[src/hdl/mgic_pkg.sv]
// shared types, widths and register indexes for the magnetometer iron compensation block
// no dependencies
package mgic_pkg;

    localparam int AXIS_W    = 24;
    localparam int COEF_W    = 21;
    localparam int COEF_FRAC = 18;
    localparam int DIFF_W    = AXIS_W + 1;
    localparam int PROD_W    = COEF_W + DIFF_W;
    localparam int ACC_W     = PROD_W + 2;
    localparam int SQ_W      = 2 * AXIS_W;
    localparam int ROOT_W    = SQ_W / 2;
    localparam int REM_W     = ROOT_W + 3;
    localparam int CFG_W     = 3 * COEF_W;
    localparam int CFG_IDX_W = 3;

    localparam logic [CFG_IDX_W-1:0] REG_ROW_ZERO = 3'd0;
    localparam logic [CFG_IDX_W-1:0] REG_ROW_ONE  = 3'd1;
    localparam logic [CFG_IDX_W-1:0] REG_ROW_TWO  = 3'd2;
    localparam logic [CFG_IDX_W-1:0] REG_OFFSET_X = 3'd3;
    localparam logic [CFG_IDX_W-1:0] REG_OFFSET_Y = 3'd4;
    localparam logic [CFG_IDX_W-1:0] REG_OFFSET_Z = 3'd5;

    localparam logic [CFG_W-1:0] ROW_ZERO_RESET = CFG_W'(1) << COEF_FRAC;
    localparam logic [CFG_W-1:0] ROW_ONE_RESET  = CFG_W'(1) << (COEF_W + COEF_FRAC);
    localparam logic [CFG_W-1:0] ROW_TWO_RESET  = CFG_W'(1) << (2 * COEF_W + COEF_FRAC);

    localparam logic signed [ACC_W-1:0] SAT_MAX = ACC_W'(8388607);
    localparam logic signed [ACC_W-1:0] SAT_MIN = -ACC_W'(8388608);

    typedef struct packed {
        logic signed [AXIS_W-1:0] sample_x;
        logic signed [AXIS_W-1:0] sample_y;
        logic signed [AXIS_W-1:0] sample_z;
    } t_in;

    typedef struct packed {
        logic signed [AXIS_W-1:0] corrected_x;
        logic signed [AXIS_W-1:0] corrected_y;
        logic signed [AXIS_W-1:0] corrected_z;
        logic        [AXIS_W-1:0] magnitude;
        logic                     clipped;
    } t_out;

    typedef struct packed {
        logic [2:0][CFG_W-1:0]  rows;
        logic [2:0][AXIS_W-1:0] offs;
    } t_cfg;

    typedef struct packed {
        logic signed [AXIS_W-1:0] cx;
        logic signed [AXIS_W-1:0] cy;
        logic signed [AXIS_W-1:0] cz;
        logic                     clip;
    } t_side;

endpackage

[src/hdl/mgic_isqrt.sv]
// pipelined digit-by-digit integer square root, one root bit per stage
// depends on mgic_pkg
module mgic_isqrt (
    input  logic            i_clk,
    input  logic            i_rst_n,
    input  logic            i_valid,
    input  logic [mgic_pkg::SQ_W-1:0] i_sum,
    input  mgic_pkg::t_side i_side,
    output logic            o_valid,
    output logic [mgic_pkg::ROOT_W-1:0] o_root,
    output mgic_pkg::t_side o_side
);
    import mgic_pkg::*;

    logic              r_v    [ROOT_W];
    logic [SQ_W-1:0]   r_n    [ROOT_W];
    logic [ROOT_W-1:0] r_q    [ROOT_W];
    logic [REM_W-1:0]  r_r    [ROOT_W];
    t_side             r_side [ROOT_W];

    for (genvar g = 0; g < ROOT_W; g++) begin : g_stage
        logic              p_v;
        logic [SQ_W-1:0]   p_n;
        logic [ROOT_W-1:0] p_q;
        logic [REM_W-1:0]  p_r;
        t_side             p_side;
        logic [REM_W-1:0]  s_rem;
        logic [REM_W-1:0]  s_trial;
        logic              s_fit;

        if (g == 0) begin : g_first
            assign p_v    = i_valid;
            assign p_n    = i_sum;
            assign p_q    = '0;
            assign p_r    = '0;
            assign p_side = i_side;
        end else begin : g_next
            assign p_v    = r_v[g-1];
            assign p_n    = r_n[g-1];
            assign p_q    = r_q[g-1];
            assign p_r    = r_r[g-1];
            assign p_side = r_side[g-1];
        end

        assign s_rem   = {p_r[REM_W-3:0], p_n[SQ_W-1 -: 2]};
        assign s_trial = REM_W'({p_q, 2'b01});
        assign s_fit   = s_rem >= s_trial;

        always_ff @(posedge i_clk) begin
            if (!i_rst_n) begin
                r_v[g] <= 1'b0;
            end else begin
                r_v[g] <= p_v;
            end
        end

        always_ff @(posedge i_clk) begin
            r_n[g]    <= p_n << 2;
            r_q[g]    <= {p_q[ROOT_W-2:0], s_fit};
            r_r[g]    <= s_fit ? s_rem - s_trial : s_rem;
            r_side[g] <= p_side;
        end
    end

    assign o_valid = r_v[ROOT_W-1];
    assign o_root  = r_q[ROOT_W-1];
    assign o_side  = r_side[ROOT_W-1];

endmodule

[config.mk]
export PLATFORM = sky130hd
export DESIGN_NAME = mgic_isqrt
export DESIGN_NICKNAME = d
export VERILOG_FILES = /design/src/hdl/mgic_pkg.sv /design/src/hdl/mgic_isqrt.sv
export SDC_FILE = /design/constraint.sdc
export NUM_CORES = 2
export LEC_CHECK = 0
export ABC_AREA = 0
export BUFFER_PORTS_ARGS = -buffer_cell sky130_fd_sc_hd__buf_2
export CAP_MARGIN = 10
export CORE_ASPECT_RATIO = 0.5
export CORE_UTILIZATION = 30
export DETAILED_ROUTE_END_ITERATION = 7
export GPL_TIMING_DRIVEN = 0
export SLEW_MARGIN = 30
export SYNTH_ARGS = -nofsm -noshare
export SYNTH_HDL_FRONTEND = slang
export SYNTH_MEMORY_MAX_BITS = 65536
export SYNTH_SLANG_ARGS = --single-unit
[constraint.sdc]
create_clock -name i_clk -period 2.7 [get_ports i_clk]
set_input_delay 0 -clock i_clk [delete_from_list [all_inputs] [get_ports i_clk]]
set_output_delay 0 -clock i_clk [all_outputs]
set_load 0.01 [all_outputs]
# ---- Yosys cells after proc, flatten, opt, wreduce, memory -nomap -nowiden
# Memory sizes are Yosys's and may differ from the RTL's.
# Cells that the tools add are included.
dict set report word_totals {
  input_bits 124
  out_inout_bits 98
  ram_bits 4104
  register_bits 0
  memories 5
  latch_bits 0
  mem_bits_ro 0
  elab_cells 127
}
# memory depth word_bits rd rd_clocked_by_memory_dff wr line_no
set mem_list {}
lappend mem_list {r_side 24 73 24 0 24 mgic_isqrt.sv:19} ;# t_side r_side [ROOT_W];
lappend mem_list {r_n 24 46 23 0 24 mgic_isqrt.sv:16} ;# logic [SQ_W-1:0] r_n [ROOT_W];
lappend mem_list {r_r 24 27 23 0 24 mgic_isqrt.sv:18} ;# logic [REM_W-1:0] r_r [ROOT_W];
lappend mem_list {r_q 24 24 24 0 24 mgic_isqrt.sv:17} ;# logic [ROOT_W-1:0] r_q [ROOT_W];
lappend mem_list {r_v 24 1 24 0 24 mgic_isqrt.sv:15} ;# logic r_v [ROOT_W];
dict set report classes {
  bitwise 24
  n_eq_ne 0
  shift 0
  muxes 50
  addsub 24
  n_reduce_logical 0
  multipliers 0
  n_lt_le_gt_ge 24
  div_mod_pow 0
}
# operator count
set ops {}
lappend ops {{$mux W27} 24}
lappend ops {{$ge A27 B26 Y1} 23}
lappend ops {{$sub A27 B26 Y27} 23}
lappend ops {{$mux W1} 26}
lappend ops {{$or A1 B1 Y1} 24}
lappend ops {{$sub A2 B1 Y3 const B} 1}
lappend ops {{$ge A2 B1 Y1 const B} 1}

# ---- Longest topological paths before layout
# An unclocked memory read counts as a cell.
dict set report depth {
  ltp_word 3
  ltp_mapped 14
  ltp_nobuf 12
}

# ---- Worst setup path before layout
# OpenSTA, ideal clock, no wires.
dict set report synth_timing {
  path_type {reg-to-reg}
  startpoint {memory r_q[1][73] (netlist bit)}
  endpoint {memory r_r[1][129] (netlist bit)}
  t_required_ps 2565
  setup_time_ps 135
  stages_incl_launch_ff 13
  period_less_slack_ps 2948
  arrival_time_ps 2813
  slack_ps -248
  path_cell_list {dfxtp_1 -> inv_1 -> ha_1 -> o211ai_1 -> a21oi_1 -> nor2_1 -> o21ai_0 -> a31o_2 -> a31o_2 -> buf_2 -> or4b_2 -> nor4b_1 -> xor2_1}
}
# item line_no
set synth_rtl {}
lappend synth_rtl {{start, declared} mgic_isqrt.sv:17}
lappend synth_rtl {{end, declared} mgic_isqrt.sv:18}

==> metrics.csv <==
metric,value,unit
core_area,284000,µm²
hold_viol,0,
syn_to_final_growth,27.5,%
grt_pass1_vias,45700,
yosys.area_share.xor_xnor,4.49,%
max_freq,0.329,GHz
synth_cells,6644,
synth_compound_area_share,6.68,%
drcViolationCount,0,
critPathMaxFanout,7,
powerDensity,981,nW/µm²
status,finished with violations,
dp.cells,10600,
grtUsageTotal,9.36,%
crit_type,reg2reg,
die_y,380,µm
firstDrtPassIters,7,
period_needed,3040,ps
ys.warnings.count,0,
synth_top_area_share,74.0,%
wl,143,mm
rows,138,
slew_headroom,50.2,%
cts_tree,yes,
clock_latency,850,ps
async_reset_ff_share,0,%
crit_arrival,3720,ps
grt_pass1_wl,224,mm
grt.overflow.total,0,
stdcell_count,11600,
io_pins,222,
yosys.area.top_type,dfxtp_1,
syn-num-nets,7093,
fin_ws,-338,ps
die_area,288000,µm²
fin_crit_sh,113,%
synth_fa_ha_area_share,4.74,%
syn-cell-area,85800,µm²
rsz0062_at_grt,true,
drtAntennaViolNets,0,
ys_ff_latch,3170,
routedWlPerCell,12.4,µm
finClkSkew,60.4,ps
start_util,30.2,%
seq_area_frac_synth,74.0,%
totalPowerFinal,107000,µW
synthFlopType,dfxtp_1,
p_leak,0.0476,µW
worstHoldPathType,in2reg,
synth_simple_gate_area_share,7.25,%
final_nets,8029,
place.gp.congestion,0.848,
drv_slew,0,
grt_max_degree,20,
hpwl,89.2,mm
worstSetupEndpointType,flop,
fp.dieW,758,µm
viasPerCell,4.01,
portBuffers,221,
synth_top_family_by_area,simple AND/OR/NAND/NOR gates,
drive_above_1_share,20.3,%
synth_edf_count,0,
synth_area_leaders,"dfxtp_1 74%, ha_1 4.7%, xnor2_1 2.4%, xor2_1 2.1%, inv_1 1.8%",
yosysMostFrequentCell,dfxtp_1,
cts_buffers,279,
grt_busiest_layer,met2,
cts-root-buf,clkbuf_16,
drv_cap,0,
vias,46400,
pre_cts_ws,-1050,ps
ir_drop,0.525,mV
drt_iter0_markers,2037,
cts.sinks,3170,
violations,negative setup slack,
htreeDepth,5,
synth.distinct_cells,82,
worst-slew-pin-transition,737,ps
setup_violations,120,
met3_usage,2.26,%
synth_common_cells,"3170 x dfxtp_1, 401 x inv_1, 325 x ha_1",
clockBufferDepth,4,
syn_avg_cell_area,12.9,µm²
synthMuxAreaShare,0.731,%
antenna_found_initial,4,
met2_usage,16.1,%
cp-start-kind,flop,
met1_usage,10.7,%
clk_pin_slew,70,ps
worst_ep_required_time,3390,ps
-- final cells by class --
class	instances	area, µm²
clock inverters	124	1790
diodes	2	5.00
well taps	3780	4730
repair buffers	672	5450
inverters	402	1520
multi-input cells	2995	24000
flip-flops and latches	3170	63600
clock buffers	367	7740
fillers	26500	174000
plain buffers	60	607
-- routing by layer --
layer  part of all wire [%]  vias to the layer above  wire length, µm
li1                       -                    24000                -
met1                     43                    21200            61000
met2                     48                      822            68400
met3                    4.5                      434             6400
met4                    5.1                        0             7280
met5                      0                        -                0
-- stage by stage --
step           TNS, ps  hold slack (ps)  area (µm²)  utilization [%]
2_1_floorplan    -4970             27.7       86000                -
3_3_place_gp   -190470              102       91800             32.4
3_5_place_dp   -198690              104       91800             32.4
4_1_cts         -13870              107      107000             37.6
5_1_grt         -26580              175      109000             38.6
6_report        -16230              187      109000             38.6
-- critical path, cell delays in order, from the launching register on --
cell and delay [ps]:
dfxtp_4 340, or4_4 540, or4_4 430, or3_4 400, or4_4 500, buf_6 150, o21ai_4 290, nor4_1 100
xor2_1 150
-- layout by cell type (no fill, tap or decap), drive strengths merged, types with 9 or more instances in the layout --
master       Yosys  routed
dfxtp         3170    3170
buf             13     437
inv            402     423
clkbuf          66     414
ha             325     325
nand2          306     307
nor2           302     302
a21oi          291     291
o21ai          253     253
dlygate4sd3      0     248
xnor2          234     234
xor2           206     206
nor3           120     120
a21o           113     113
nand3           79      79
nor4            66      66
nand2b          64      64
clkinv           0      60
o21a            55      55
mux2            53      53
or3             47      47
nor2b           44      44
and2            44      44
nand4           41      41
a31oi           30      30
bufinv           0      29
or4             29      29
a211oi          26      26
and3            24      24
o21bai          22      22
o31ai           21      21
or2             20      20
o211ai          19      19
nand3b          14      14
clkinvlp         0      14
nor4b           12      12
a31o            11      11
o41ai           10      10
and4             9       9
-- power breakdown --
part,switching [µW],internal [µW],total (µW)
registers,3060,51600,54700
logic,5890,6040,11900
clock network,17400,23400,40700
-- flip-flops by register name (all words and copies together) (netlist names) --
name	flops
r_r	542
r_q	300
r_n	552
r_side	1752
r_v	24
-- worst paths after layout --
check            startpoint             end  slack (ps)  cells past startpoint
min                 i_rst_n       r_v[0][3]         190                      4
min reg2reg  r_side[0][169]  r_side[0][242]         280                      0
max reg2reg     r_r[0][113]     r_r[0][148]        -340                      8
max             r_r[0][113]     r_r[0][148]        -340                      8
-- cells by family (layout without fill, tap and decap cells) --
group,Yosys count,count (layout)
fa+ha+maj,325,325
compound gates,929,929
mux,56,56
buf+inv,481,1625
other cells,1,3
xor+xnor,440,440
simple gates,1242,1244
flops,3170,3170
-- timing repair --
action,in CTS,in global routing
endpoints found under the hold margin,146,0
gates cloned,12,8
buffers inserted,102,87
gates resized for setup,419,516
setup endpoints to repair,485,389
pin swaps,113,186
hold buffers,248,0
No activity file was read; power rests on OpenSTA's default activity.
