<file path="src/hdl/mgic_pkg.sv">
// shared types, widths and register indexes for the magnetometer iron compensation block
// no dependencies
package mgic_pkg;

    localparam int AXIS_W    = 24;
    localparam int COEF_W    = 21;
    localparam int COEF_FRAC = 18;
    localparam int DIFF_W    = AXIS_W + 1;
    localparam int PROD_W    = COEF_W + DIFF_W;
    localparam int ACC_W     = PROD_W + 2;
    localparam int SQ_W      = 2 * AXIS_W;
    localparam int ROOT_W    = SQ_W / 2;
    localparam int REM_W     = ROOT_W + 3;
    localparam int CFG_W     = 3 * COEF_W;
    localparam int CFG_IDX_W = 3;

    localparam logic [CFG_IDX_W-1:0] REG_ROW_ZERO = 3'd0;
    localparam logic [CFG_IDX_W-1:0] REG_ROW_ONE  = 3'd1;
    localparam logic [CFG_IDX_W-1:0] REG_ROW_TWO  = 3'd2;
    localparam logic [CFG_IDX_W-1:0] REG_OFFSET_X = 3'd3;
    localparam logic [CFG_IDX_W-1:0] REG_OFFSET_Y = 3'd4;
    localparam logic [CFG_IDX_W-1:0] REG_OFFSET_Z = 3'd5;

    localparam logic [CFG_W-1:0] ROW_ZERO_RESET = CFG_W'(1) << COEF_FRAC;
    localparam logic [CFG_W-1:0] ROW_ONE_RESET  = CFG_W'(1) << (COEF_W + COEF_FRAC);
    localparam logic [CFG_W-1:0] ROW_TWO_RESET  = CFG_W'(1) << (2 * COEF_W + COEF_FRAC);

    localparam logic signed [ACC_W-1:0] SAT_MAX = ACC_W'(8388607);
    localparam logic signed [ACC_W-1:0] SAT_MIN = -ACC_W'(8388608);

    typedef struct packed {
        logic signed [AXIS_W-1:0] sample_x;
        logic signed [AXIS_W-1:0] sample_y;
        logic signed [AXIS_W-1:0] sample_z;
    } t_in;

    typedef struct packed {
        logic signed [AXIS_W-1:0] corrected_x;
        logic signed [AXIS_W-1:0] corrected_y;
        logic signed [AXIS_W-1:0] corrected_z;
        logic        [AXIS_W-1:0] magnitude;
        logic                     clipped;
    } t_out;

    typedef struct packed {
        logic [2:0][CFG_W-1:0]  rows;
        logic [2:0][AXIS_W-1:0] offs;
    } t_cfg;

    typedef struct packed {
        logic signed [AXIS_W-1:0] cx;
        logic signed [AXIS_W-1:0] cy;
        logic signed [AXIS_W-1:0] cz;
        logic                     clip;
    } t_side;

endpackage

</file>
<file path="src/hdl/mgic_norm.sv">
// squares of the saturated components and their sum: two stages
// depends on mgic_pkg
module mgic_norm (
    input  logic            i_clk,
    input  logic            i_rst_n,
    input  logic            i_valid,
    input  mgic_pkg::t_side i_side,
    output logic            o_valid,
    output logic [mgic_pkg::SQ_W-1:0] o_sum,
    output mgic_pkg::t_side o_side
);
    import mgic_pkg::*;

    logic                   r_v1, r_v2;
    logic signed [SQ_W-1:0] r_sq [3];
    logic        [SQ_W-1:0] r_sum;
    t_side                  r_side1, r_side2;

    always_ff @(posedge i_clk) begin
        if (!i_rst_n) begin
            r_v1 <= 1'b0;
            r_v2 <= 1'b0;
        end else begin
            r_v1 <= i_valid;
            r_v2 <= r_v1;
        end
    end

    always_ff @(posedge i_clk) begin
        r_sq[0] <= i_side.cx * i_side.cx;
        r_sq[1] <= i_side.cy * i_side.cy;
        r_sq[2] <= i_side.cz * i_side.cz;
        r_side1 <= i_side;
        r_sum   <= $unsigned(r_sq[0]) + $unsigned(r_sq[1]) + $unsigned(r_sq[2]);
        r_side2 <= r_side1;
    end

    assign o_valid = r_v2;
    assign o_sum   = r_sum;
    assign o_side  = r_side2;

endmodule

</file>
<file path="config.mk">
export PLATFORM = sky130hd
export DESIGN_NAME = mgic_norm
export DESIGN_NICKNAME = d
export VERILOG_FILES = /design/src/hdl/mgic_pkg.sv /design/src/hdl/mgic_norm.sv
export SDC_FILE = /design/constraint.sdc
export NUM_CORES = 2
export LEC_CHECK = 0
export ABC_CLOCK_PERIOD_IN_PS = 15500
export BUFFER_PORTS_ARGS = -buffer_cell sky130_fd_sc_hd__buf_2
export CAP_MARGIN = 15
export CELL_PAD_IN_SITES_DETAIL_PLACEMENT = 1
export CELL_PAD_IN_SITES_GLOBAL_PLACEMENT = 1
export CORE_MARGIN = 10
export CORE_UTILIZATION = 57
export CTS_CLUSTER_SIZE = 14
export DETAILED_ROUTE_END_ITERATION = 7
export PLACE_DENSITY_LB_ADDON = 0.1
export SETUP_SLACK_MARGIN = 0.05
export SYNTH_ARGS = -nofsm -noshare
export SYNTH_HDL_FRONTEND = slang
export SYNTH_SLANG_ARGS = --single-unit
</file>
<file path="constraint.sdc">
create_clock -name i_clk -period 15.5 [get_ports i_clk]
set_input_delay 3.1 -clock i_clk [delete_from_list [all_inputs] [get_ports i_clk]]
set_output_delay 3.1 -clock i_clk [all_outputs]
set_load 0.05 [all_outputs]
</file>
---- Word level (Yosys, flattened, before mapping) ----
Memory sizes are Yosys's and may differ from the RTL's.
Index checks and enable logic that the tools add are counted.
word-level totals
  logic and storage cells ................. 17
  bits in registers ....................... 196
  memories kept ........................... 1
  RAM bits ................................ 144
  input port bits ......................... 76
operators by class
  $mul .................................... 3
  add/sub/neg operators ................... 2
memory list
  name  words  bits a word  read ports  clocked after Yosys merged registers in  write ports  line             RTL
  r_sq  3      48           3           0                                        3            mgic_norm.sv:15  logic signed [SQ_W-1:0] r_sq [3];
operator list
  operator          number
  $mul A24 B24 Y48  3
  $add A48 B48 Y48  2

---- Logic depth before layout (Yosys ltp) ----
  depth in word-level cells ............... 2
  mapped depth ............................ 30
  gate-level depth less buffers ........... 28

---- Least setup slack after synthesis ----
No wires, ideal clock.
  path kind ............................... input port to flip-flop
  start point ............................. input port i_side[63] in the netlist's numbering
  end point ............................... memory r_sq[0][47] in the netlist's numbering
  stages .................................. 26
  arrival time ............................ 9,801 ps
  path buffers ............................ 2
  slack ................................... 5,627 ps
  path through ............................ clkbuf_1 -> clkbuf_1 -> nand2_1 -> fa_1 -> fa_1 -> fa_1 -> inv_1 -> fa_1 -> inv_1 -> fa_1 -> inv_1 -> fa_1 -> fa_1 -> ha_1 -> a21o_1 -> a21o_1 -> a21oi_1 -> o21ai_0 -> a311o_1 -> nand2_1 -> a31oi_1 -> a211o_1 -> a31oi_1 -> o21ai_1 -> a21oi_1 -> xnor2_1
RTL lines
  element      line             RTL
  from (decl)  mgic_norm.sv:7   input mgic_pkg::t_side i_side,
  to (decl)    mgic_norm.sv:15

==> run summary <==
For the post-CTS repair timing setup buffer count, the log shows 0. TritonCTS built the clock tree. The die is 360 um wide.

For the count of TritonRoute iterations in the first routing pass, the log shows 7. The total number of nets in the final design is 8936, and the number of inserted filler cells in the final layout is 12700. The final antenna-violating net count is 0. On the final layout, the worst clock skew is 0.0333 ns. The logs give 0.287 for the global routing usage summed across all routing layers and 49 for the maximum number of pins on one net before global-route repair. The logs give 0 for the count of synthesis-stage warnings from yosys and 291000 um for the global-route wire length before repair.

In this run, CTS created clock tree buffers numbering 44. Counting instances, the worst hold path has a depth of 0. Counting I/O delays and the setup requirement, the final critical path takes 10.41 ns. The run gives 0 as the hold-fix buffer count after cts. Routability-driven placement finished with a final weighted congestion of 0.892. Detailed routing inserted a total of 43700 vias. The placeable core area came out at 0.115 mm^2. The sequential-to-total area share from yosys stat was 0.101. From bottom edge to top edge, the die measures 360 um. The post-synthesis to final-layout area growth works out to 5.85%. For the fraction of met1 tracks used by global routing, the log shows 0.338. In the post-synthesis netlist, the biggest area contributors are sky130_fd_sc_hd__fa_1 (52%), sky130_fd_sc_hd__inv_1 (11%), sky130_fd_sc_hd__dfxtp_1 (10%). The proportion of layout cells with a drive suffix above 1 came out at 0.0461. The run gives 0 as the DRC violations left.

The count of routing violations after the opening detailed-route iteration was 1994. Dividing the detail-routed via count by the number of cells gives 5.32. Clock tree synthesis found a total of 334 sinks. The share of flip-flops with an asynchronous set or reset after synthesis is 0, and the overall die area is 0.130 mm^2. The achievable frequency was 96.1 MHz. The later pin in the worst-skew pair is clocked with a latency of 0.65 ns. Across all register-to-register paths, the minimum setup slack is 11.14 ns. The cell depth of the worst flop-to-flop path is 13. The count of maximum capacitance violations was 0; the number of hold violations in the final report was 0. In this run the critical register-to-register path is captured at o_sum[45]. The kind of end point of the critical path is a register. The fraction of met2 tracks used by global routing is 0.527, and the count of flip-flops with a built-in enable after synthesis is 0. In this run the critical register-to-register path is launched from r_sq[0][104].

Synthesis instantiated 66 different standard cells from the library. The tools report the count of H-tree levels built during CTS as 2. The total number of placement rows was 124; the post-detailed-route wirelength per cell was 21.9 um. Number of buffers added on ports: 197.

The transition at the pin with the smallest max-transition slack was 0.875 ns; the count of endpoints failing setup in the final report was 0. Each instance of the synthesized netlist takes up on average 10.0 um^2. The tools report the count of final max-slew check failures as 0. After global routing, the most crowded layer is met2. The run finished with clean final reports. The flop and latch count out of synthesis was 334; the setup TNS was 0 ns. Summing every instance area after synthesis gives 0.0660 mm^2. The tools report the start point of the worst hold path as r_side1[46]. Setup repair after global routing left no endpoint under its margin. Data on the critical path is required at its endpoint by 16.01 ns.

The largest total area in the synthesized netlist belongs to sky130_fd_sc_hd__fa_1. The sequential cells in the finished layout cover a total of 0.00669 mm^2. The worst-case headroom to the max-slew limit came out at 0.417.

The critical path is of the in -> reg type. In this run the worst path has a maximum fanout of 47. The initial cell density of the core came out at 0.575. The final global-route overflow total is 0. The startpoint kind of the worst setup timing path is an input pin. Synthesis handed over a netlist of 6578 instances.

The most used flip-flop cell after synthesis is sky130_fd_sc_hd__dfxtp_1. The logs give 4 for the initial antenna violation count and 10.92 ns for the critical path arrival. The fraction of the cycle the final worst path needs is 0.672. The number of gates resized after CTS was 0. In this run the clock root is driven by a sky130_fd_sc_hd__clkbuf_16. The placed wire-length estimate was 151000 um. Counting along the longest clock path gives a buffer depth of 3. The via count of the first global-routing pass is 53300, and the wire length after detailed routing is 179000 um.

The run gives 0.0329 as the met3 global-route usage. The area of the multi-input gates was 0.0512 mm^2; the share of Yosys cell area claimed by the top area cell type was 0.520. The path class of the tightest hold or removal check is reg -> reg. Hold path endpoint: o_side[46]. The count of pins on the block boundary was 198; the clock transition at the registers of the reported paths was 0.06 ns.
worst max path at each step:
stage,to,slack (ns),start,cells after the start
2_1_floorplan,r_sq[0][47],5.63,i_side[63],26
3_3_place_gp,r_sq[0][46],4.78,i_side[72],25
3_5_place_dp,r_sq[0][46],4.58,i_side[72],25
4_1_cts,r_sq[0][46],5.21,i_side[72],25
5_1_grt,r_sq[0][46],4.72,i_side[72],25
6_report,r_sq[0][46],5.09,i_side[72],25
through the flow:
stage / util / setup WS (ns) / hold slack, ns / instances / cell area, um^2
detailed placement: 0.595 / 4.58 / 0.313 / 8129 / 68300
finish: 0.609 / 5.09 / 0.321 / 8213 / 69800
CTS: 0.609 / 5.21 / 0.312 / 8210 / 69800
global route: 0.609 / 4.72 / 0.326 / 8210 / 69800
floorplan: - / 5.63 / 0.310 / 6580 / 66000
global placement: 0.595 / 4.78 / 0.310 / 8129 / 68300
logic make-up (layout without fill, tap and decap cells):
family,count (synthesis),count (layout),share of synthesized area
adders and majority gates,2197,2197,0.612
buffers and inverters,2147,2265,0.122
and+or+nand+nor,1192,1192,0.0858
AOI/OAI and AO/OA,470,470,0.0472
DFF,334,334,0.101
xor gates and xnor gates,231,231,0.0307
muxes,6,6,0.000967
other,1,6,0.0000568
worst max-delay path, stage by stage:
cell	delay, ns
sky130_fd_sc_hd__buf_2	0.07
sky130_fd_sc_hd__buf_4	0.41
sky130_fd_sc_hd__nand2_1	0.17
sky130_fd_sc_hd__inv_1	0.15
sky130_fd_sc_hd__fa_1	0.55
sky130_fd_sc_hd__fa_1	0.74
sky130_fd_sc_hd__inv_1	0.24
sky130_fd_sc_hd__fa_1	0.54
sky130_fd_sc_hd__inv_1	0.06
sky130_fd_sc_hd__fa_1	0.49
sky130_fd_sc_hd__fa_1	0.55
sky130_fd_sc_hd__fa_1	0.51
sky130_fd_sc_hd__inv_1	0.05
sky130_fd_sc_hd__fa_1	0.48
sky130_fd_sc_hd__inv_1	0.04
sky130_fd_sc_hd__ha_1	0.38
sky130_fd_sc_hd__nand4_1	0.22
sky130_fd_sc_hd__nor2_1	0.35
sky130_fd_sc_hd__o2111ai_1	0.34
sky130_fd_sc_hd__a211oi_1	0.53
sky130_fd_sc_hd__o21bai_1	0.15
sky130_fd_sc_hd__a21o_1	0.21
sky130_fd_sc_hd__a21oi_1	0.24
sky130_fd_sc_hd__a221oi_1	0.14
sky130_fd_sc_hd__xnor2_1	0.14
layer usage:
| metal | vias to the layer above | routed length, um |
|---|---|---|
| li1 | 19100 | - |
| met1 | 23200 | 67700 |
| met2 | 1066 | 95700 |
| met3 | 406 | 7580 |
| met4 | 0 | 8560 |
| met5 | - | 0 |
cell usage in the layout (no fill, tap or decap), types with 18 or more instances in the layout:
| master | instances |
|---|---|
| sky130_fd_sc_hd__fa_1 | 1713 |
| sky130_fd_sc_hd__nand2_1 | 590 |
| sky130_fd_sc_hd__nand4_1 | 19 |
| sky130_fd_sc_hd__a31oi_1 | 21 |
| sky130_fd_sc_hd__buf_2 | 197 |
| sky130_fd_sc_hd__o21bai_1 | 22 |
| sky130_fd_sc_hd__and2_1 | 298 |
| sky130_fd_sc_hd__clkbuf_16 | 46 |
| sky130_fd_sc_hd__o21ai_0 | 55 |
| sky130_fd_sc_hd__nand2b_1 | 33 |
| sky130_fd_sc_hd__nor2b_1 | 69 |
| sky130_fd_sc_hd__xor2_1 | 68 |
| sky130_fd_sc_hd__dfxtp_1 | 334 |
| sky130_fd_sc_hd__a21o_1 | 116 |
| sky130_fd_sc_hd__nor2_1 | 120 |
| sky130_fd_sc_hd__nand3_1 | 21 |
| sky130_fd_sc_hd__inv_1 | 1984 |
| sky130_fd_sc_hd__o21a_1 | 18 |
| sky130_fd_sc_hd__a21oi_1 | 147 |
| sky130_fd_sc_hd__xnor2_1 | 163 |
| sky130_fd_sc_hd__ha_1 | 484 |
state kept, by name (all words and copies together), names as in the netlist:
name and count:
r_side1 73, r_v1 1, r_sq 138, o_valid 1, o_side 73, o_sum 48
synth_stat cells (3+ instances only):
cell                           n
sky130_fd_sc_hd__a2111oi_2     3
sky130_fd_sc_hd__a211o_1       5
sky130_fd_sc_hd__a211oi_1      9
sky130_fd_sc_hd__a21o_1      116
sky130_fd_sc_hd__a21oi_1     147
sky130_fd_sc_hd__a21oi_2       3
sky130_fd_sc_hd__a221o_1       4
sky130_fd_sc_hd__a221oi_1      3
sky130_fd_sc_hd__a31o_2        6
sky130_fd_sc_hd__a31oi_1      21
sky130_fd_sc_hd__a41o_1        4
sky130_fd_sc_hd__and2_1      298
sky130_fd_sc_hd__and3_1        9
sky130_fd_sc_hd__and4_1        5
sky130_fd_sc_hd__buf_2         3
sky130_fd_sc_hd__clkbuf_1    158
sky130_fd_sc_hd__dfxtp_1     334
sky130_fd_sc_hd__fa_1       1713
sky130_fd_sc_hd__ha_1        484
sky130_fd_sc_hd__inv_1      1984
sky130_fd_sc_hd__mux2_2        3
sky130_fd_sc_hd__mux2i_1       3
sky130_fd_sc_hd__nand2_1     590
sky130_fd_sc_hd__nand2b_1     33
sky130_fd_sc_hd__nand3_1      21
sky130_fd_sc_hd__nand4_1      19
sky130_fd_sc_hd__nor2_1      120
sky130_fd_sc_hd__nor2b_1      69
sky130_fd_sc_hd__nor3_1       11
sky130_fd_sc_hd__o2111ai_1     6
sky130_fd_sc_hd__o211a_1       3
sky130_fd_sc_hd__o211ai_1      7
sky130_fd_sc_hd__o21a_1       18
sky130_fd_sc_hd__o21ai_0      55
sky130_fd_sc_hd__o21ai_1      11
sky130_fd_sc_hd__o21ba_2       3
sky130_fd_sc_hd__o21bai_1     22
sky130_fd_sc_hd__o31a_1        3
sky130_fd_sc_hd__or2_2         5
sky130_fd_sc_hd__or3_1         5
sky130_fd_sc_hd__or4_1         3
sky130_fd_sc_hd__xnor2_1     163
sky130_fd_sc_hd__xor2_1       68
layout make-up:
cell class / count / area share
Clock buffer: 53 / 0.0174
Tap cell: 1512 / 0.0271
Clock inverter: 28 / 0.00503
Timing Repair Buffer: 200 / 0.0144
Antenna cell: 3 / 0.000107
Inverter: 1984 / 0.107
Multi-Input combinational cell: 4099 / 0.734
Sequential cell: 334 / 0.0957
Power is not shown: default switching activity piles up to over one toggle a cycle in this logic, so the estimate is an artifact.
