[src/hdl/mgic_pkg.sv]
// shared types, widths and register indexes for the magnetometer iron compensation block
// no dependencies
package mgic_pkg;

    localparam int AXIS_W    = 24;
    localparam int COEF_W    = 21;
    localparam int COEF_FRAC = 18;
    localparam int DIFF_W    = AXIS_W + 1;
    localparam int PROD_W    = COEF_W + DIFF_W;
    localparam int ACC_W     = PROD_W + 2;
    localparam int SQ_W      = 2 * AXIS_W;
    localparam int ROOT_W    = SQ_W / 2;
    localparam int REM_W     = ROOT_W + 3;
    localparam int CFG_W     = 3 * COEF_W;
    localparam int CFG_IDX_W = 3;

    localparam logic [CFG_IDX_W-1:0] REG_ROW_ZERO = 3'd0;
    localparam logic [CFG_IDX_W-1:0] REG_ROW_ONE  = 3'd1;
    localparam logic [CFG_IDX_W-1:0] REG_ROW_TWO  = 3'd2;
    localparam logic [CFG_IDX_W-1:0] REG_OFFSET_X = 3'd3;
    localparam logic [CFG_IDX_W-1:0] REG_OFFSET_Y = 3'd4;
    localparam logic [CFG_IDX_W-1:0] REG_OFFSET_Z = 3'd5;

    localparam logic [CFG_W-1:0] ROW_ZERO_RESET = CFG_W'(1) << COEF_FRAC;
    localparam logic [CFG_W-1:0] ROW_ONE_RESET  = CFG_W'(1) << (COEF_W + COEF_FRAC);
    localparam logic [CFG_W-1:0] ROW_TWO_RESET  = CFG_W'(1) << (2 * COEF_W + COEF_FRAC);

    localparam logic signed [ACC_W-1:0] SAT_MAX = ACC_W'(8388607);
    localparam logic signed [ACC_W-1:0] SAT_MIN = -ACC_W'(8388608);

    typedef struct packed {
        logic signed [AXIS_W-1:0] sample_x;
        logic signed [AXIS_W-1:0] sample_y;
        logic signed [AXIS_W-1:0] sample_z;
    } t_in;

    typedef struct packed {
        logic signed [AXIS_W-1:0] corrected_x;
        logic signed [AXIS_W-1:0] corrected_y;
        logic signed [AXIS_W-1:0] corrected_z;
        logic        [AXIS_W-1:0] magnitude;
        logic                     clipped;
    } t_out;

    typedef struct packed {
        logic [2:0][CFG_W-1:0]  rows;
        logic [2:0][AXIS_W-1:0] offs;
    } t_cfg;

    typedef struct packed {
        logic signed [AXIS_W-1:0] cx;
        logic signed [AXIS_W-1:0] cy;
        logic signed [AXIS_W-1:0] cz;
        logic                     clip;
    } t_side;

endpackage

[src/hdl/mgic_cfg_regs.sv]
// configuration register file: matrix rows and hard-iron offsets
// depends on mgic_pkg
module mgic_cfg_regs (
    input  logic                              i_clk,
    input  logic                              i_rst_n,
    input  logic                              i_cfg_we,
    input  logic [mgic_pkg::CFG_IDX_W-1:0]    i_cfg_idx,
    input  logic [mgic_pkg::CFG_W-1:0]        i_cfg_data,
    output mgic_pkg::t_cfg                    o_cfg
);
    import mgic_pkg::*;

    t_cfg r_cfg;

    always_ff @(posedge i_clk) begin
        if (!i_rst_n) begin
            r_cfg.rows[0] <= ROW_ZERO_RESET;
            r_cfg.rows[1] <= ROW_ONE_RESET;
            r_cfg.rows[2] <= ROW_TWO_RESET;
            r_cfg.offs    <= '0;
        end else if (i_cfg_we) begin
            case (i_cfg_idx)
                REG_ROW_ZERO: r_cfg.rows[0] <= i_cfg_data;
                REG_ROW_ONE:  r_cfg.rows[1] <= i_cfg_data;
                REG_ROW_TWO:  r_cfg.rows[2] <= i_cfg_data;
                REG_OFFSET_X: r_cfg.offs[0] <= i_cfg_data[AXIS_W-1:0];
                REG_OFFSET_Y: r_cfg.offs[1] <= i_cfg_data[AXIS_W-1:0];
                REG_OFFSET_Z: r_cfg.offs[2] <= i_cfg_data[AXIS_W-1:0];
                default: ;
            endcase
        end
    end

    assign o_cfg = r_cfg;

endmodule

[config.mk]
export PLATFORM = sky130hd
export DESIGN_NAME = mgic_cfg_regs
export DESIGN_NICKNAME = d
export VERILOG_FILES = /design/src/hdl/mgic_pkg.sv /design/src/hdl/mgic_cfg_regs.sv
export SDC_FILE = /design/constraint.sdc
export NUM_CORES = 1
export LEC_CHECK = 0
export ABC_CLOCK_PERIOD_IN_PS = 1200
export BUFFER_PORTS_ARGS = -buffer_cell sky130_fd_sc_hd__buf_2
export CAP_MARGIN = 20
export CORE_MARGIN = 3
export CORE_UTILIZATION = 50
export CTS_CLUSTER_DIAMETER = 200
export DETAILED_ROUTE_END_ITERATION = 16
export PLACE_DENSITY = 0.78
export SLEW_MARGIN = 30
export SYNTH_ARGS = -nofsm -noshare
export SYNTH_HDL_FRONTEND = slang
export SYNTH_SLANG_ARGS = --single-unit
[constraint.sdc]
create_clock -name i_clk -period 1.2 [get_ports i_clk]
set_input_delay 0.18 -clock i_clk [delete_from_list [all_inputs] [get_ports i_clk]]
set_output_delay 0.18 -clock i_clk [all_outputs]
set_load 0.02 [all_outputs]
-- Word-level counts from Yosys, hierarchy flattened
Index checks and enable logic that the tools add are counted.
Widths: inputs -> output; s select.
- eq/ne operators: 5
- reduce and logical (&&, ||, !) cells: 7
- operator list (cell ; number):
    $reduce_and 2->1 ; 6
    $eq 3x2->1 const B ; 2
    $eq 3x3->1 const B ; 2
    $eq 3x1->1 const B ; 1
    $logic_not 3->1 ; 1
- logic and storage cells: 18
- output and inout port bits: 261
- register bits after elaboration: 261
- input port bits: 69

-- Logic depth before layout (Yosys ltp)
Gate-level depths: netlist of run 1.
- depth in word-level cells: 2
- gate-level depth with buffers: 5
- gate-level depth less buffers: 2

-- Least setup slack after synthesis of run 1
No wires, ideal clock.
- kind: input to register
- start point: input i_cfg_idx[0] (netlist bit)
- end point: register r_cfg, in the netlist o_cfg[83]
- cell stages on the path: 4
- setup slack: 0.155 ns
- buffers on the path: 2
- library setup time: 0.072 ns
- data arrival time: 0.973 ns
- data required time: 1.128 ns
- path through: nor4b_2 -> buf_4 -> buf_6 -> mux2i_1
- cells in the longest elaborated chain, start to end: 2
- ends and longest elaborated chain (item ; line ; RTL):
    start: declaration ; mgic_cfg_regs.sv:7 ; input logic [mgic_pkg::CFG_IDX_W-1:0] i_cfg_idx,
    $logic_not 3->1 ; mgic_cfg_regs.sv:22 ; case (i_cfg_idx)
    $reduce_and 2->1 (no line) ; -- ;
    end: declaration ; mgic_cfg_regs.sv:13 ; t_cfg r_cfg;
Every way passes these cells.
A chain may end at the register's enable or synchronous reset.

-- Worst setup path after layout of run 1
- start point: register r_cfg, in the netlist o_cfg[120]
- end point: output o_cfg[120] (netlist bit)
- RTL lines (item ; line ; RTL):
    end: declaration ; mgic_cfg_regs.sv:9 ; output mgic_pkg::t_cfg o_cfg
No word-level cell between the ends.

==> impl_metrics.json, run 1 <==
{
  "synthCells": 923,
  "dpl_cell_area_sq_um": 11800,
  "arrival_ns": 1.02,
  "critPathMaxFanout": 2,
  "initial_utilization": 0.521,
  "htreeDepth": 1,
  "cts_sinks": 261,
  "finalNetCount": 1370,
  "port_buffers": 329,
  "grt_max_degree": 38,
  "rsz0062_at_grt": "yes",
  "hold_viol": 0,
  "drtIter0Drc": 289,
  "worst_path_max_delay_cell": "dfxtp_2",
  "hp-class": "in2reg",
  "syn_avg_cell_area_sq_um": 10.3,
  "slew_violations": 0,
  "post_drt_wl_per_cell_um": 20.4,
  "worstSetupStartpointType": "register",
  "final_common_cell": "nand2_1",
  "cp_top_family": "flip-flops",
  "syn-num-nets": 992,
  "clkPwrFrac": 0.429,
  "grt_antenna_before_repair": 4,
  "grt_use_total": 0.267,
  "setup_viol": 0,
  "cellLeakagePower_nw": 7.20,
  "first_pass_iters": 5,
  "muxShareOfSynthArea": 0.274,
  "synthesis.area_sq_um": 9550,
  "clk_pin_slew_ns": 0.06,
  "clock_path_buffers": 3,
  "path_buf_inv": 1,
  "p_seq_frac": 0.477,
  "route.detailed.drc": 0,
  "synth-compound-area-share": 0,
  "cts_tree": "yes",
  "clkLatencyLatePin_ns": 0.51,
  "crit_type": "reg2out",
  "synth_area_leaders": "dfxtp_1 (55%), mux2i_1 (27%), nand2_1 (13%), buf_2 (1.2%), buf_4 (1.1%)",
  "yosys.area_share.adder": 0,
  "grt_remaining_overflow": 0,
  "chipHeight_um": 144,
  "synthDistinctLibCells": 12,
  "swShare": 0.238,
  "final_layout_size_suffix_gt1_frac": 0.478,
  "dp_slack_ns": -0.129,
  "grt_pass1_wl_um": 44200,
  "cp_cell_sequence": "buf_6",
  "critPathRequiredTime_ns": 1.02,
  "fin_hold_ws_ns": 0.0165,
  "total_power_w": 0.0189,
  "synth_top_family_by_area": "multiplexers",
  "final_cell_area_sq_um": 14400,
  "dp.final_hpwl_um": 19300,
  "timing.fmax_mhz": 836,
  "skew_ns": 0,
  "synth.ff_latch_count": 261,
  "outcome": "completed",
  "p_switching_w": 0.00451,
  "powerDensity_nw_per_um2": 1310,
  "ios": 330,
  "worst_pin_slew_ns": 0.343,
  "fp.coreArea_sq_um": 18300,
  "setup_ws_ns": 0.00341,
  "instances_no_fill": 1552,
  "via_per_inst": 5.39,
  "internal-power_w": 0.0144,
  "root_buffer": "clkbuf_16",
  "synthXorXnorAreaFrac": 0,
  "area_delta_synth_final_pct": 50.8,
  "crit_start": "o_cfg[120]$_SDFFE_PN0P_",
  "cap_violations": 0,
  "mostFrequentLayoutCells": "nand2_1 (321), mux2i_1 (261), dfxtp_2 (204)",
  "die_x_um": 144,
  "grt_pass1_vias": 8337,
  "cts_buffers": 27,
  "synth_top_area_share": 0.547,
  "wl_um": 31700,
  "endpoint_kind": "primary output",
  "yosys.area_share.simple": 0.138,
  "min_from": "i_cfg_data[37]",
  "die_area_sq_um": 20800,
  "r2r-start": "o_cfg[252]$_SDFFE_PN0P_",
  "antenna_left": 0,
  "maxSlewHeadroom": 0.771,
  "fin_crit_ns": 1.20,
  "largest_register_ffs": 261,
  "synth_top_cell_by_area": "dfxtp_1",
  "seq_area_frac_synth": 0.547,
  "gp_congestion": 0.807,
  "yosys_warnings": 0,
  "std_cell_rows": 49,
  "post-route-period-util": 0.997,
  "worst_path_largest_cell_delay_ns": 0.36,
  "comb_power_share": 0.095,
  "place_inst": 1466,
  "ir_drop_mv": 1.18,
  "num_vias": 8364
}
## layout make-up
cell class | instances | area, sq um
fill | 1029 | 3930
multi-input combinational | 595 | 3980
clock inverter | 7 | 73.8
clock buffer | 40 | 785
tap | 229 | 287
sequential | 261 | 5480
timing repair buffer | 416 | 3780
antenna | 4 | 10.0
## cells in the mapped netlist (all sizes together)
master / count
nand2: 321
dfxtp: 261
mux2i: 261
buf: 45
clkbuf: 22
nor2b: 6
nand4bb: 3
nand4b: 2
and4bb: 1
nor4b: 1
## logic make-up after synthesis
kind of cell  Yosys count
simple gates          334
mux                   261
flops                 261
buf+inv                67
## power groups by stage
stage / Combinational, W / Clock (W) / Sequential, W
finish: 0.00179 / 0.00812 / 0.00902
global route: 0.00189 / 0.00857 / 0.00903
CTS: 0.00168 / 0.00814 / 0.00898
detailed placement: 0.00149 / 0 / 0.00914
global placement: 0.00147 / 0 / 0.00914
floorplan: 0.000608 / 0 / 0.00937
## worst paths after layout
path | to | slack [ns] | cells after the start
min reg2reg | o_cfg[84]$_SDFFE_PN0P_ | 0.45 | 2
min | o_cfg[235]$_SDFFE_PN0P_ | 0.02 | 3
max | o_cfg[120] | 0.003 | 1
max reg2reg | o_cfg[252]$_SDFFE_PN0P_ | 0.45 | 2
## what timing repair did
item / CTS / global route
gates resized for setup: 293 / 299
hold buffers: 33 / 0
hold endpoints to repair: 88 / 0
buffers inserted: 0 / 2
setup endpoints to repair: 207 / 201
## per-stage QoR
step           utilization  TNS, ns
6_report             0.786        0
4_1_cts              0.746        0
5_1_grt              0.786   -0.302
2_1_floorplan            -        0
3_3_place_gp         0.644    -2.95
3_5_place_dp         0.644    -7.17
## per-layer routing
| metal | part of all wire | vias to the layer above | global-route usage |
|---|---|---|---|
| li1 | - | 3796 | - |
| met1 | 0.36 | 4058 | 0.301 |
| met2 | 0.51 | 387 | 0.474 |
| met3 | 0.075 | 123 | 0.0612 |
| met4 | 0.060 | 0 | 0.135 |
| met5 | 0 | - | 0 |
No activity file was read; power rests on OpenSTA's default activity.
==> run 2: changes to the inputs <==
--- a/config.mk
+++ b/config.mk
@@ -12,7 +12,7 @@
 export CORE_UTILIZATION = 50
 export CTS_CLUSTER_DIAMETER = 200
 export DETAILED_ROUTE_END_ITERATION = 16
-export PLACE_DENSITY = 0.78
+export PLACE_DENSITY = 0.83
 export SLEW_MARGIN = 30
 export SYNTH_ARGS = -nofsm -noshare
 export SYNTH_HDL_FRONTEND = slang
==> impl_metrics.json, run 2 (same netlist as run 1, synthesis figures left out) <==
{
  "maxSlewHeadroom": 0.738,
  "grt_pass1_vias": 8392,
  "cap_violations": 0,
  "critPathRequiredTime_ns": 1.02,
  "dp.final_hpwl_um": 19100,
  "worstSetupStartpointType": "register",
  "mostFrequentLayoutCells": "nand2_1 (321), mux2i_1 (261), dfxtp_2 (219)",
  "path_buf_inv": 1,
  "r2r-start": "o_cfg[101]$_SDFFE_PN0P_",
  "violations": "negative hold slack, negative setup slack",
  "die_area_sq_um": 20800,
  "setup_ws_ns": -0.0164,
  "chipHeight_um": 144,
  "crit_start": "o_cfg[10]$_SDFFE_PN0P_",
  "ir_drop_mv": 0.985,
  "cts_tree": "yes",
  "via_per_inst": 5.48,
  "clock_path_buffers": 3,
  "cts_buffers": 26,
  "cellLeakagePower_nw": 7.22,
  "endpoint_kind": "primary output",
  "timing.fmax_mhz": 822,
  "crit_type": "reg2out",
  "grt_antenna_before_repair": 2,
  "grt_pass1_wl_um": 44400,
  "final_cell_area_sq_um": 14500,
  "finalNetCount": 1372,
  "rr_worst_depth": 3,
  "rrSetupSlack_ns": 0.35,
  "cp_cell_sequence": "buf_4",
  "final_common_cell": "nand2_1",
  "initial_utilization": 0.521,
  "worst_pin_slew_ns": 0.393,
  "fin_tns_setup_ns": -0.0190,
  "post-route-period-util": 1.01,
  "root_buffer": "clkbuf_16",
  "critPathMaxFanout": 2,
  "drtIter0Drc": 419,
  "cts_sinks": 261,
  "port_buffers": 329,
  "cp_top_family": "flip-flops",
  "grt_remaining_overflow": 0,
  "clk_pin_slew_ns": 0.06,
  "wl_um": 33200,
  "slew_violations": 0,
  "setup_viol": 3,
  "std_cell_rows": 49,
  "worst_path_largest_cell_delay_ns": 0.36,
  "dp_slack_ns": -0.0919,
  "gp_congestion": 0.812,
  "min_from": "i_cfg_data[29]",
  "dpl_cell_area_sq_um": 11800,
  "area_delta_synth_final_pct": 51.7,
  "num_vias": 8498,
  "rsz0062_at_grt": "yes",
  "hp-class": "in2reg",
  "first_pass_iters": 5,
  "route.detailed.drc": 0,
  "ios": 330,
  "arrival_ns": 1.04,
  "outcome": "finished with violations",
  "skew_ns": 0,
  "post_drt_wl_per_cell_um": 21.4,
  "final_layout_size_suffix_gt1_frac": 0.487,
  "htreeDepth": 1,
  "worst_path_max_delay_cell": "dfxtp_1",
  "clkLatencyLatePin_ns": 0.52,
  "largest_register_ffs": 261,
  "fin_hold_ws_ns": -0.00590,
  "grt_max_degree": 51,
  "grt_use_total": 0.267,
  "die_x_um": 144,
  "hold_path_depth": 3,
  "cp_num_cells": 1,
  "powerDensity_nw_per_um2": 1290,
  "fin_crit_ns": 1.22,
  "fp.coreArea_sq_um": 18300,
  "antenna_left": 0,
  "hold_viol": 1
}
-- run 2: changes by cell type in the layout (fill, tap and decap cells not counted), sizes merged --
cell	change
clkinvlp	-1
clkbuf	+3
clkinv	-4
dlygate4sd3	+2
bufinv	-1
diode	-2
buf	+1
-- run 2: power by group --
part	internal (W)	switching, W	leakage [nW]
registers	0.00888	0.000146	2.22
logic	0.000816	0.00100	4.60
clock network	0.00453	0.00334	0.398
-- run 2: what timing repair did --
item | in CTS | in global routing
pin swaps | 0 | 0
setup buffers | 0 | 4
hold endpoints to repair | 95 | 0
endpoints found under the setup margin | 208 | 219
hold buffers | 35 | 0
resized for setup | 292 | 351
-- run 2: path summary, 6_finish.rpt --
path	endpoint
worst min register to register	o_cfg[192]$_SDFFE_PN0P_
worst max-delay path	o_cfg[10]
worst max register to register	o_cfg[101]$_SDFFE_PN0P_
worst min-delay path	o_cfg[227]$_SDFFE_PN0P_
-- run 2: layout make-up --
cell class | instances | area (sq um)
Sequential cell | 261 | 5500
Multi-Input combinational cell | 595 | 3980
Timing Repair Buffer | 419 | 3900
Fill cell | 955 | 3840
Clock buffer | 43 | 806
Tap cell | 229 | 287
Clock inverter | 1 | 5.00
Antenna cell | 2 | 5.00
-- run 2: per-stage QoR --
step                      utilization  power (W)  cells
final                           0.790     0.0187   1550
after global routing            0.790     0.0192   1550
after CTS                       0.742     0.0185   1544
after detailed placement        0.641     0.0106   1465
after global placement          0.641     0.0106   1465
after floorplan                     -    0.00998    923
-- run 2: worst register-to-register path: stages, from the launching register on --
cell and delay (ns):
dfxtp_4 0.35, buf_4 0.11, nand2_1 0.05, mux2i_1 0.23
-- run 2: per-layer routing --
| layer | wire length (um) | track usage |
|---|---|---|
| met5 | 0 | 0 |
| met4 | 2010 | 0.123 |
| met1 | 11200 | 0.293 |
| met3 | 2460 | 0.0671 |
| met2 | 17500 | 0.484 |
